## config.mk

```make
export PLATFORM = sky130hd
export DESIGN_NAME = utf8_to_utf16_decoder_flat
export DESIGN_NICKNAME = d
export VERILOG_FILES = /design/src/hw/rtl/u8u16_pkg.sv /design/src/hw/rtl/u8u16_if.sv /design/src/hw/rtl/u8u16_fifo.sv /design/src/hw/rtl/u8u16_front.sv /design/src/hw/rtl/u8u16_back.sv /design/src/hw/rtl/utf8_to_utf16_decoder.sv /design/src/flat_wrapper.sv
export VERILOG_INCLUDE_DIRS = /design/src /design/src/hw/rtl
export SDC_FILE = /design/constraint.sdc
export NUM_CORES = 1
export LEC_CHECK = 0
export BUFFER_PORTS_ARGS = -buffer_cell sky130_fd_sc_hd__buf_2
export CORE_UTILIZATION = 63
export DETAILED_ROUTE_END_ITERATION = 8
export PLACE_DENSITY = 0.84
export SLEW_MARGIN = 0
export SYNTH_ARGS = -nofsm -noshare
export SYNTH_HDL_FRONTEND = slang
export SYNTH_SLANG_ARGS = --single-unit
```

## constraint.sdc

```tcl
create_clock -name clk -period 9.1 [get_ports clk]
set_input_delay 1.82 -clock clk [delete_from_list [all_inputs] [get_ports clk]]
set_output_delay 1.82 -clock clk [all_outputs]
set_load 0.01 [all_outputs]
```

## src/hw/rtl/utf8_to_utf16_decoder_assert.svh

```systemverilog
// Assertion macros for the UTF-8 to UTF-16 decoder top level.
`ifndef UTF8_TO_UTF16_DECODER_ASSERT_SVH
`define UTF8_TO_UTF16_DECODER_ASSERT_SVH

// Same-cycle implication, checked outside reset.
`define U8U16_ASSERT_IMP(lbl, clk, rst_n, ante, cons, msg) \
	lbl: assert property (@(posedge clk) disable iff (!rst_n) (ante) |-> (cons)) \
		else $error(msg);

// Next-cycle implication, checked outside reset.
`define U8U16_ASSERT_NXT(lbl, clk, rst_n, ante, cons, msg) \
	lbl: assert property (@(posedge clk) disable iff (!rst_n) (ante) |=> (cons)) \
		else $error(msg);

`endif

```

## src/hw/rtl/u8u16_pkg.sv

```systemverilog
// Types and constants of the UTF-8 to UTF-16 decoder.
`timescale 1ns / 1ps

package u8u16_pkg;

	localparam int unsigned CP_W = 21;

	localparam logic [CP_W-1:0] SUPP_BASE = 21'h10000;
	localparam logic [15:0]     SURR_HIGH = 16'hD800;
	localparam logic [15:0]     SURR_LOW  = 16'hDC00;

	// continuation bytes still awaited, held in the pending-byte counter
	localparam logic [1:0] NEED_NONE  = 2'd0;
	localparam logic [1:0] NEED_ONE   = 2'd1;
	localparam logic [1:0] NEED_TWO   = 2'd2;
	localparam logic [1:0] NEED_THREE = 2'd3;

	// one complete code point waiting for the back end
	typedef struct packed {
		logic [CP_W-1:0] code_point;
		logic            pair;
	} job_t;

	typedef struct packed {
		logic full;
		logic empty;
	} fifo_stat_t;

endpackage

```

## src/hw/rtl/u8u16_if.sv

```systemverilog
// Valid/ready channel interfaces for bytes in and UTF-16 words out.
`timescale 1ns / 1ps

interface u8u16_byte_if;
	logic       valid;
	logic       ready;
	logic [7:0] in_byte;
	logic       end_of_string;

	modport source (output valid, output in_byte, output end_of_string, input ready);
	modport sink (input valid, input in_byte, input end_of_string, output ready);
endinterface

interface u8u16_unit_if;
	logic        valid;
	logic        ready;
	logic [15:0] code_unit;
	logic        last_of_run;

	modport source (output valid, output code_unit, output last_of_run, input ready);
	modport sink (input valid, input code_unit, input last_of_run, output ready);
endinterface

```

## src/hw/rtl/u8u16_fifo.sv

```systemverilog
// Small job queue between the decoder front and back ends.
`timescale 1ns / 1ps

module u8u16_fifo #(
	parameter int unsigned DEPTH = 2
) (
	input  logic                clk,
	input  logic                arst_n,
	input  logic                push,
	input  u8u16_pkg::job_t     push_job,
	input  logic                pop,
	output u8u16_pkg::job_t     head,
	output u8u16_pkg::fifo_stat_t stat
);

	localparam int unsigned PTR_W = $clog2(DEPTH);
	localparam int unsigned CNT_W = $clog2(DEPTH + 1);
	localparam logic [PTR_W-1:0] LAST_PTR = PTR_W'(DEPTH - 1);
	localparam logic [CNT_W-1:0] FULL_CNT = CNT_W'(DEPTH);

	u8u16_pkg::job_t  slot_q [DEPTH];
	logic [PTR_W-1:0] wr_ptr_q;
	logic [PTR_W-1:0] rd_ptr_q;
	logic [CNT_W-1:0] cnt_q;

	always_ff @(posedge clk or negedge arst_n) begin
		if (!arst_n) begin
			wr_ptr_q <= '0;
			rd_ptr_q <= '0;
			cnt_q    <= '0;
		end else begin
			if (push) begin
				wr_ptr_q <= (wr_ptr_q == LAST_PTR) ? '0 : wr_ptr_q + PTR_W'(1);
			end
			if (pop) begin
				rd_ptr_q <= (rd_ptr_q == LAST_PTR) ? '0 : rd_ptr_q + PTR_W'(1);
			end
			if (push && !pop) begin
				cnt_q <= cnt_q + CNT_W'(1);
			end else if (pop && !push) begin
				cnt_q <= cnt_q - CNT_W'(1);
			end
		end
	end

	always_ff @(posedge clk) begin
		if (push) begin
			slot_q[wr_ptr_q] <= push_job;
		end
	end

	assign head       = slot_q[rd_ptr_q];
	assign stat.full  = (cnt_q == FULL_CNT);
	assign stat.empty = (cnt_q == '0);

endmodule

```

## src/hw/rtl/u8u16_front.sv

```systemverilog
// Front end: takes bytes, tracks the pending sequence, queues complete code points.
`timescale 1ns / 1ps

module u8u16_front (
	input  logic                  clk,
	input  logic                  arst_n,
	u8u16_byte_if.sink            bytes,
	input  u8u16_pkg::fifo_stat_t stat,
	output logic                  push,
	output u8u16_pkg::job_t       job
);

	logic [u8u16_pkg::CP_W-1:0] pcp_q;
	logic [u8u16_pkg::CP_W-1:0] pcp_d;
	logic [1:0]                 need_q;
	logic [1:0]                 need_d;
	logic [u8u16_pkg::CP_W-1:0] cp;
	logic                       emit;
	logic                       accept;

	assign bytes.ready = !stat.full;
	assign accept      = bytes.valid && bytes.ready;

	always_comb begin
		pcp_d  = pcp_q;
		need_d = need_q;
		emit   = 1'b0;
		cp     = {13'd0, bytes.in_byte};
		if (need_q == u8u16_pkg::NEED_NONE) begin
			unique casez (bytes.in_byte)
				8'b0???????: begin
					emit = 1'b1;
				end
				8'b110?????: begin
					pcp_d  = {16'd0, bytes.in_byte[4:0]};
					need_d = u8u16_pkg::NEED_ONE;
				end
				8'b1110????: begin
					pcp_d  = {17'd0, bytes.in_byte[3:0]};
					need_d = u8u16_pkg::NEED_TWO;
				end
				8'b11110???: begin
					pcp_d  = {18'd0, bytes.in_byte[2:0]};
					need_d = u8u16_pkg::NEED_THREE;
				end
				default: begin
					// stray byte: drop
				end
			endcase
		end else begin
			// any byte counts as a continuation here
			cp     = {pcp_q[14:0], bytes.in_byte[5:0]};
			pcp_d  = cp;
			need_d = need_q - 2'd1;
			if (need_q == u8u16_pkg::NEED_ONE) begin
				emit  = 1'b1;
				pcp_d = '0;
			end
		end
		if (bytes.end_of_string) begin
			pcp_d  = '0;
			need_d = u8u16_pkg::NEED_NONE;
		end
	end

	always_ff @(posedge clk or negedge arst_n) begin
		if (!arst_n) begin
			pcp_q  <= '0;
			need_q <= u8u16_pkg::NEED_NONE;
		end else if (accept) begin
			pcp_q  <= pcp_d;
			need_q <= need_d;
		end
	end

	assign push           = accept && emit;
	assign job.code_point = cp;
	assign job.pair       = |cp[20:16];

endmodule

```

## src/hw/rtl/u8u16_back.sv

```systemverilog
// Back end: turns queued code points into one or two UTF-16 words.
`timescale 1ns / 1ps

module u8u16_back (
	input  logic                  clk,
	input  logic                  arst_n,
	input  u8u16_pkg::job_t       head,
	input  u8u16_pkg::fifo_stat_t stat,
	output logic                  pop,
	u8u16_unit_if.source          units
);

	logic                       valid_q;
	logic [15:0]                unit_q;
	logic                       last_q;
	logic                       second_q;
	logic                       load;
	logic [u8u16_pkg::CP_W-1:0] v;
	logic [15:0]                high_w;
	logic [15:0]                low_w;

	assign v      = head.code_point - u8u16_pkg::SUPP_BASE;
	assign high_w = u8u16_pkg::SURR_HIGH | {5'd0, v[20:10]};
	assign low_w  = u8u16_pkg::SURR_LOW | {6'd0, v[9:0]};

	assign load = !valid_q || units.ready;
	assign pop  = load && !stat.empty && (!head.pair || second_q);

	always_ff @(posedge clk or negedge arst_n) begin
		if (!arst_n) begin
			valid_q  <= 1'b0;
			second_q <= 1'b0;
		end else if (load) begin
			valid_q <= !stat.empty;
			if (!stat.empty) begin
				second_q <= head.pair && !second_q;
			end
		end
	end

	always_ff @(posedge clk) begin
		if (load && !stat.empty) begin
			if (head.pair && !second_q) begin
				unit_q <= high_w;
				last_q <= 1'b0;
			end else begin
				unit_q <= head.pair ? low_w : head.code_point[15:0];
				last_q <= 1'b1;
			end
		end
	end

	assign units.valid       = valid_q;
	assign units.code_unit   = unit_q;
	assign units.last_of_run = last_q;

endmodule

```

## src/hw/rtl/utf8_to_utf16_decoder.sv

```systemverilog
// A byte that completes a code point is pushed into the job queue when it is accepted; its
//   first word is then loaded from the queue head into the output register.
// Throughput: one byte per cycle while the queue has room; a code point at or above 0x10000
//   holds the head for its high then low surrogate; one word per cycle out while ready.
// The input stalls while the job queue (QUEUE_DEPTH code points) is full.
// Reset (arst_n low) clears the pending sequence, the queue and the output valid.
`timescale 1ns / 1ps

module utf8_to_utf16_decoder #(
	parameter int unsigned QUEUE_DEPTH = 2
) (
	input logic          clk,
	input logic          arst_n,
	u8u16_byte_if.sink   bytes,
	u8u16_unit_if.source units
);

	`include "utf8_to_utf16_decoder_assert.svh"

	// front to queue
	logic                  push;
	u8u16_pkg::job_t       push_job;
	// queue to back
	logic                  pop;
	u8u16_pkg::job_t       head;
	u8u16_pkg::fifo_stat_t stat;

	// Front: accept a byte each cycle the queue has room, gather the
	// code point and push it once the sequence is complete.
	u8u16_front u_front (
		.clk    (clk),
		.arst_n (arst_n),
		.bytes  (bytes),
		.stat   (stat),
		.push   (push),
		.job    (push_job)
	);

	// Queue: decouple byte intake from word output.
	u8u16_fifo #(
		.DEPTH (QUEUE_DEPTH)
	) u_fifo (
		.clk      (clk),
		.arst_n   (arst_n),
		.push     (push),
		.push_job (push_job),
		.pop      (pop),
		.head     (head),
		.stat     (stat)
	);

	// Back: drive the output register; hold a pair job at the head until
	// its low surrogate word has been loaded.
	u8u16_back u_back (
		.clk    (clk),
		.arst_n (arst_n),
		.head   (head),
		.stat   (stat),
		.pop    (pop),
		.units  (units)
	);

	// A high word may run past 0xDBFF for code points above 0x10FFFF, so check
	// only the 0xD800 to 0xDFFF band here.
	`U8U16_ASSERT_IMP(a_no_push_full, clk, arst_n, push, !stat.full, "push into full queue")
	`U8U16_ASSERT_IMP(a_no_pop_empty, clk, arst_n, pop, !stat.empty, "pop from empty queue")
	`U8U16_ASSERT_IMP(a_mid_is_high, clk, arst_n, units.valid && !units.last_of_run,
		units.code_unit[15:11] == 5'b11011, "non-final word is not a high surrogate")
	`U8U16_ASSERT_NXT(a_low_follows, clk, arst_n,
		units.valid && units.ready && !units.last_of_run,
		units.valid && units.last_of_run && units.code_unit[15:10] == 6'b110111,
		"low surrogate does not follow high surrogate")

endmodule
```

## src/flat_wrapper.sv

```systemverilog
// flat-port wrapper written by rule: the top's interface ports become plain ports
module utf8_to_utf16_decoder_flat 
#(
	parameter int unsigned QUEUE_DEPTH = 2
)
  (clk, arst_n, bytes_valid, bytes_in_byte, bytes_end_of_string, bytes_ready, units_valid, units_code_unit, units_last_of_run, units_ready);
  u8u16_byte_if bytes_i ();
  u8u16_unit_if units_i ();
  input logic clk;
  input logic arst_n;
  input wire logic [$bits(bytes_i.valid)-1:0] bytes_valid;
  input wire logic [$bits(bytes_i.in_byte)-1:0] bytes_in_byte;
  input wire logic [$bits(bytes_i.end_of_string)-1:0] bytes_end_of_string;
  output wire logic [$bits(bytes_i.ready)-1:0] bytes_ready;
  output wire logic [$bits(units_i.valid)-1:0] units_valid;
  output wire logic [$bits(units_i.code_unit)-1:0] units_code_unit;
  output wire logic [$bits(units_i.last_of_run)-1:0] units_last_of_run;
  input wire logic [$bits(units_i.ready)-1:0] units_ready;
  assign bytes_i.valid = bytes_valid;
  assign bytes_i.in_byte = bytes_in_byte;
  assign bytes_i.end_of_string = bytes_end_of_string;
  assign bytes_ready = bytes_i.ready;
  assign units_valid = units_i.valid;
  assign units_code_unit = units_i.code_unit;
  assign units_last_of_run = units_i.last_of_run;
  assign units_i.ready = units_ready;
  utf8_to_utf16_decoder #(.QUEUE_DEPTH(QUEUE_DEPTH)) u_core (.clk(clk), .arst_n(arst_n), .bytes(bytes_i), .units(units_i));
endmodule
```

# After elaboration in Yosys (flattened, before gate mapping)

Memories as Yosys holds them, arrays and structs flattened.
Index checks and enable logic that the tools add are counted.

Register bits: 40
RAM bits: 44
Input bits: 13
Word-level logic and storage cells: 67
Memories: 1

Memory list:

| name                 | words | width | rd ports | clocked after Yosys merged registers in | write ports | RTL line         | source |
|---|---|---|---|---|---|---|---|
| u_core.u_fifo.slot_q | 2     | 22    | 1        | 0                                       | 1           | u8u16_fifo.sv:21 | `u8u16_pkg::job_t slot_q [DEPTH];` |

Add/subtract/negate cells: 6
Eq/ne operators: 6
Muxes and demuxes: 20
Bitwise logic cells: 1
Reduce and logical (&&, ||, !) cells: 23

Operators with widths:

| kind                                                                     | count |
|---|---|
| 15-bit two-way mux                                                       | 3 |
| 15-bit case mux with 3 select lines                                      | 1 |
| 11-bit two-way mux                                                       | 2 |
| 21-bit two-way mux                                                       | 1 |
| 21-bit by 17-bit subtractor with 21-bit output (second input constant)   | 1 |
| 1-bit two-way mux                                                        | 8 |
| 2-bit two-way mux                                                        | 4 |
| 1-bit logical AND                                                        | 7 |
| 1-bit zero test                                                          | 7 |
| 2-bit case mux with 3 select lines                                       | 1 |
| 5-bit equality test (second input constant)                              | 1 |
| 5-bit by 2-bit inequality test with 1-bit output (second input constant) | 1 |
| 5-bit OR reduction                                                       | 1 |
| 4-bit equality test (second input constant)                              | 1 |
| 2-bit zero test                                                          | 2 |
| 2-bit AND reduction                                                      | 2 |
| 2-bit by 1-bit subtractor with 2-bit output (second input constant)      | 2 |
| 3-bit equality test (second input constant)                              | 1 |
| 1-bit adder (second input constant)                                      | 2 |
| 2-bit by 1-bit adder with 2-bit output (second input constant)           | 1 |
| 2-bit by 1-bit equality test with 1-bit output (second input constant)   | 1 |
| 2-bit equality test (second input constant)                              | 1 |
| 1-bit logical OR                                                         | 2 |
| 2-bit nonzero test                                                       | 1 |
| other kinds (2)                                                          | 2 |

# Logic depth before layout (Yosys ltp)

Depth in word-level cells: 8
Gate-level depth with buffers: 8
Mapped depth without buffers: 7

# Cells and area by module

A second synthesis with hierarchy kept.

Cells, all modules: 256
Area, all modules: 3651.0 um^2

By module, submodules not included:

| module      | instances | cells each | area each (um^2) |
|---|---|---|---|
| u8u16_fifo  | 1         | 84         | 1778.0 |
| u8u16_front | 1         | 115        | 1003.5 |
| u8u16_back  | 1         | 57         | 869.6 |

# Least setup slack after synthesis

OpenSTA, ideal clock, no wires.

Kind: input-to-reg
Start: in bytes_in_byte[7]
End: mem u_core.u_fifo.slot_q[0][0] (netlist bit) (enable)
Arrival: 4.098 ns
Data required time: 8.643 ns
Slack: 4.545 ns
Cell stages on the path: 2
Path buffers: 0
Cells stage by stage: nor2b_1 -> nor4_1

Cells in the longest elaborated chain, start to end: 5

Ends and longest elaborated chain:

| what                                    | RTL line           | source |
|---|---|---|
| start: declaration                      | flat_wrapper.sv:12 | `input wire logic [$bits(bytes_i.in_byte)-1:0] bytes_in_byte;` |
| 1-bit two-way mux                       | u8u16_front.sv:30  | `unique casez (bytes.in_byte)` |
| 1-bit two-way mux                       | u8u16_front.sv:29  | `if (need_q == u8u16_pkg::NEED_NONE) begin` |
| 1-bit logical AND                       | u8u16_front.sv:76  | `assign push = accept && emit;` |
| 1-bit two-way mux                       | u8u16_fifo.sv:47   | `if (push) begin` |
| 1-bit two-way mux (not written as such) | u8u16_fifo.sv:48   | `slot_q[wr_ptr_q] <= push_job;` |
| end: declaration                        | u8u16_fifo.sv:21   |  |

Every way passes these cells.

# Final worst setup path

Start: in bytes_in_byte[7]
End: mem u_core.u_fifo.slot_q[1][15] (netlist bit) (enable)

Cells in the longest elaborated chain, start to end: 5

Ends and longest elaborated chain:

| what                                    | RTL line                    | source |
|---|---|---|
| 1-bit two-way mux                       | u8u16_front.sv:30           |  |
| 1-bit two-way mux                       | u8u16_front.sv:29           |  |
| 1-bit logical AND                       | u8u16_front.sv:76           |  |
| named net u_core.push                   | utf8_to_utf16_decoder.sv:21 | `logic push;` |
| 1-bit two-way mux                       | u8u16_fifo.sv:47            |  |
| 1-bit two-way mux (not written as such) | u8u16_fifo.sv:48            |  |

The timed path passes the listed nets, and every way through them passes these cells.

==> run summary <==
Signed area change from the synthesized netlist to the final layout: 10.5%. The switching share of power was 31.1%; the post-placement cell area was 0.00372 mm^2. The cell sitting at the root of the clock tree is a clkbuf_8. For this run, design rule violations remaining after detail routing come to 0. Portion of the post-synthesis area used by sequential elements: 68.3%. After synthesis, the largest family of logic cells by area is multiplexers. The net count of the mapped netlist came out at 256. The average footprint of a synthesized cell was 14.6 um^2; the first-pass iteration count of the detailed router was 4. The top cell type's share of synthesized area was 52.0%. Walking the worst path, the cells encountered are buf_2 -> nor2b_1 -> nor3_2 -> and2_1. Summing the areas of all fa, ha and maj instances in the mapped netlist gives 0.710% of the synthesized area. The setup path with the least slack is of type in2reg.

The run gives 26 as the number of placement rows. The count of buffering cells on the critical path with inverters included came out at 1. The launching point of the worst reg2reg path was u_core.u_fifo.rd_ptr_q. The run finished with clean final reports. The tools report the wire length of the first global-routing pass as 10300 um. The count of pins over their slew limit is 0, and the horizontal die dimension is 76.8 um. At the later pin of the worst-skew pair, clock insertion delay measures 0.35 ns. The full die area was 0.00590 mm^2. Type of element launching the critical path: a primary input. The number of hold buffers added after CTS was 0. The antenna violation net count after detailed routing was 0.

Cell internal power was estimated by the tool at 0.789 mW. In this run, the clock network consumes 21.9% of the power. The leakage power of the design was 1.47 nW.

Timing-limited maximum frequency: 0.313 GHz. For the total detailed-routing wirelength, the log shows 6400 um. After routing the design area is 0.00389 mm^2.

Flip-flop cell with the highest count after synthesis: edfxtp_1. TritonCTS built the clock tree. The tools report the number of warnings printed during yosys synthesis as 0. The fraction of final layout cells sized beyond drive strength 1 is 20.6%. The total count of hold-check failures in the final report is 0. The net switching power figure was 0.356 mW; the fraction of synthesis flops using an asynchronous set or reset pin was 27.4%. The min-delay analysis places its worst path in the category reg2reg. In this run the tightest slew margin relative to its limit is 26.3%. The number of clock buffers added by TritonCTS is 9. Critical path's top delay family: simple AND/OR/NAND/NOR gates. In the final design database the tool counted 292 nets. The worst setup path is captured at a register.

The register-to-register setup slack was 6.76 ns. In the finished design, the share of the clock period the worst path needs comes to 35.1%. For the placeable core region, the log shows 0.00524 mm^2. In this run the tool buffered the top-level ports with 31 buffer cells. Adding up every negative setup slack in the final design gives 0 ns. The pin count of the biggest net entering global routing came out at 28.

The endpoint of the worst-slack reg-to-reg timing path was u_core.u_fifo.cnt_q[1]. For the number of primary I/O pins, the log shows 32. Clock-pin slew was measured on the worst setup and hold paths at 0.08 ns. The area share of and/or/nand/nor cells after synthesis is 8.95%.

The worst hold path begins at u_core.u_back.units.valid. The tools report the peak supply drop as 167 uV. The parity-gate share of the synthesized area counting xor and xnor cells came out at 1.99%.

The synthesized netlist occupies a cell area of 0.00352 mm^2. The number of instances resized during post-cts repair came out at 0. The number of setup buffers added after CTS is 0. Dividing the detail-routed wire length by the instance count gives 18.2 um.

Number of DRC violations after detailed-routing iteration 0: 142. For this design the ratio of total power to cell area is 294 mW/mm^2. Along the worst hold path, the cell count comes to 2. The number of different library cells used by synthesis comes to 43.

Counting along the longest clock path gives a buffer depth of 2. Number of fillers in the final layout: 328. The tools report the endpoint of the worst hold-timing path as u_core.u_back.units.valid.

Synthesis produced a netlist whose cell count is 241. The clock tree synthesis step divided the H-tree into 3 levels. Setup violations remaining at the end of the flow were counted as 0. The tools report the number of antenna cells inserted as 0. Setup repair after global routing left no endpoint under its margin. The height of the die is 76.8 um, and the post-detailed-placement half-perimeter wirelength is 4260 um. Combinational logic burns 28.6% of the power. The part of the power in registers came out at 49.5%. CTS saw 84 sinks. Cells fill 74.4% of the core in the end. At the worst endpoint, the required time is 9.08 ns. After synthesis, the cell types taking the most area are edfxtp_1 52%, dfrtp_1 16%, mux2i_1 6.8%, mux4_2 3.2%, nand2_1 2.3%. The number of enable-type register cells in the synthesized netlist is 61. For this run, the slowest stage of the critical path takes 0.81 ns.

The final period demand of the worst path came out at 3.19 ns. Global router's overall resource usage: 23.7%. The slowest stage of the critical path is the and2_1 cell.

The run gives 0 as the final global-route overflow total. Multiplexer fraction of the synthesized cell area: 11.1%. Counting flops and latches in the post-synthesis netlist gives 84. The routed layout has 2027 vias. The tool flagged a number of max-cap violations equal to 0. Of all cell types, the one taking the most synthesized area is edfxtp_1.

Along the worst path, the maximum fanout reaches 22. The run gives 0 as the number of antenna violations at the first check in global routing. For the final worst clock skew, the log shows 0.00542 ns. The transition time at the pin with the least slew margin is 1.10 ns, and the final hold slack is 0.505 ns. The starting utilization of the core area is 67.3%. At the end of routability-driven placement, the weighted congestion stood at 0.776.

The number of cell instances on the worst register-to-register path is 8, and the number of global-route vias before repair is 2088. The endpoint arrival time on the critical path came out at 3.17 ns. The synthesized-area fraction occupied by ao, oa, aoi and oai cells was 4.93%. In the routed layout, each cell is associated on average with a via count of 5.76.
==> flip-flops by register name (all words and copies together) (netlist names) <==
register                         cells
u_core.u_back.second_q               1
u_core.u_fifo.rd_ptr_q               1
u_core.u_fifo.slot_q                44
u_core.u_fifo.cnt_q                  2
u_core.u_fifo.wr_ptr_q               1
u_core.u_back.units.valid            1
u_core.u_front.pcp_q                15
u_core.u_back.units.last_of_run      1
u_core.u_front.need_q                2
u_core.u_back.units.code_unit       16
==> worst min-delay path, stage by stage, from the launching register on <==
cell and delay [ns]:
dfrtp_1 0.34, nand2b_1 0.08, nand2_1 0.06
==> through the flow <==
step	total power, mW	worst slack [ns]	instances
6_report	1.15	5.91	352
3_5_place_dp	0.904	5.54	336
5_1_grt	1.20	5.80	352
3_3_place_gp	0.885	5.59	336
2_1_floorplan	0.819	4.54	241
4_1_cts	1.15	5.88	352
==> cell families (layout without fill, tap and decap cells) <==
family	count (synthesis)	count (layout)
mux	31	31
xor+xnor	8	8
flops	84	84
simple gates	64	64
compound gates	25	25
fa+ha+maj	2	2
buf+inv	27	68
==> cells in the final DEF, fill, tap and decap left out, types with 5 or more instances in the layout <==
cell      instances
xnor2_1           5
o21ai_0           9
dfrtp_1          23
mux4_2            5
clkbuf_8          9
inv_1            18
buf_2            31
nor2_1           18
nand2_1          22
mux2i_1          24
edfxtp_1         61
==> per-layer routing <==
| metal | global-route usage (%) | vias up | part of all wire [%] |
|---|---|---|---|
| li1 | - | 941 | - |
| met1 | 30.8 | 1009 | 43 |
| met2 | 37.6 | 62 | 51 |
| met3 | 5.71 | 15 | 4.0 |
| met4 | 11.7 | 0 | 1.9 |
| met5 | 0 | - | 0 |
==> cell type report <==
| class | count | area, um^2 | share of cell area, % |
|---|---|---|---|
| clock buffer | 13 | 139 | 3.57 |
| clock inverter | 3 | 38.8 | 0.996 |
| inverter | 19 | 71.3 | 1.83 |
| multi-input combinational | 130 | 981 | 25.2 |
| sequential | 84 | 2410 | 61.8 |
| tap | 70 | 87.6 | 2.25 |
| timing repair buffer | 33 | 170 | 4.37 |
==> cells in the mapped netlist (2+ instances only) <==
cell type,instances
buf_6,2
a21oi_1,4
dfrtp_1,23
xnor2_1,5
nand4_1,2
nand2b_1,2
mux4_2,5
buf_4,2
buf_2,2
nor4_1,2
nand3_1,3
ha_1,2
mux2i_1,24
o32a_1,4
edfxtp_1,61
o21ai_0,9
nor3_1,2
nor3_2,2
nor2_1,18
inv_1,18
a211oi_1,2
nor2b_1,3
nand2_1,22
xor2_1,3
==> worst max-delay path by stage <==
stage	startpoint	endpoint	slack, ns	cells past startpoint
final	bytes_in_byte[7]	u_core.u_fifo.slot_q[1][15]	5.91	4
after global routing	bytes_in_byte[7]	u_core.u_fifo.slot_q[1][8]	5.80	4
after CTS	bytes_in_byte[7]	u_core.u_fifo.slot_q[1][8]	5.88	4
after detailed placement	bytes_in_byte[7]	u_core.u_fifo.slot_q[1][10]	5.54	4
after global placement	bytes_in_byte[7]	u_core.u_fifo.slot_q[1][17]	5.59	4
after floorplan	bytes_in_byte[7]	u_core.u_fifo.slot_q[0][0]	4.54	2
==> power groups by stage <==
| stage | Combinational, mW | Sequential (mW) | Clock [mW] |
|---|---|---|---|
| after floorplan | 0.233 | 0.586 | 0 |
| after global placement | 0.316 | 0.569 | 0 |
| after detailed placement | 0.329 | 0.575 | 0 |
| after CTS | 0.331 | 0.568 | 0.250 |
| after global routing | 0.358 | 0.576 | 0.266 |
| final | 0.328 | 0.567 | 0.250 |
Power figures use the tool's default switching activity.
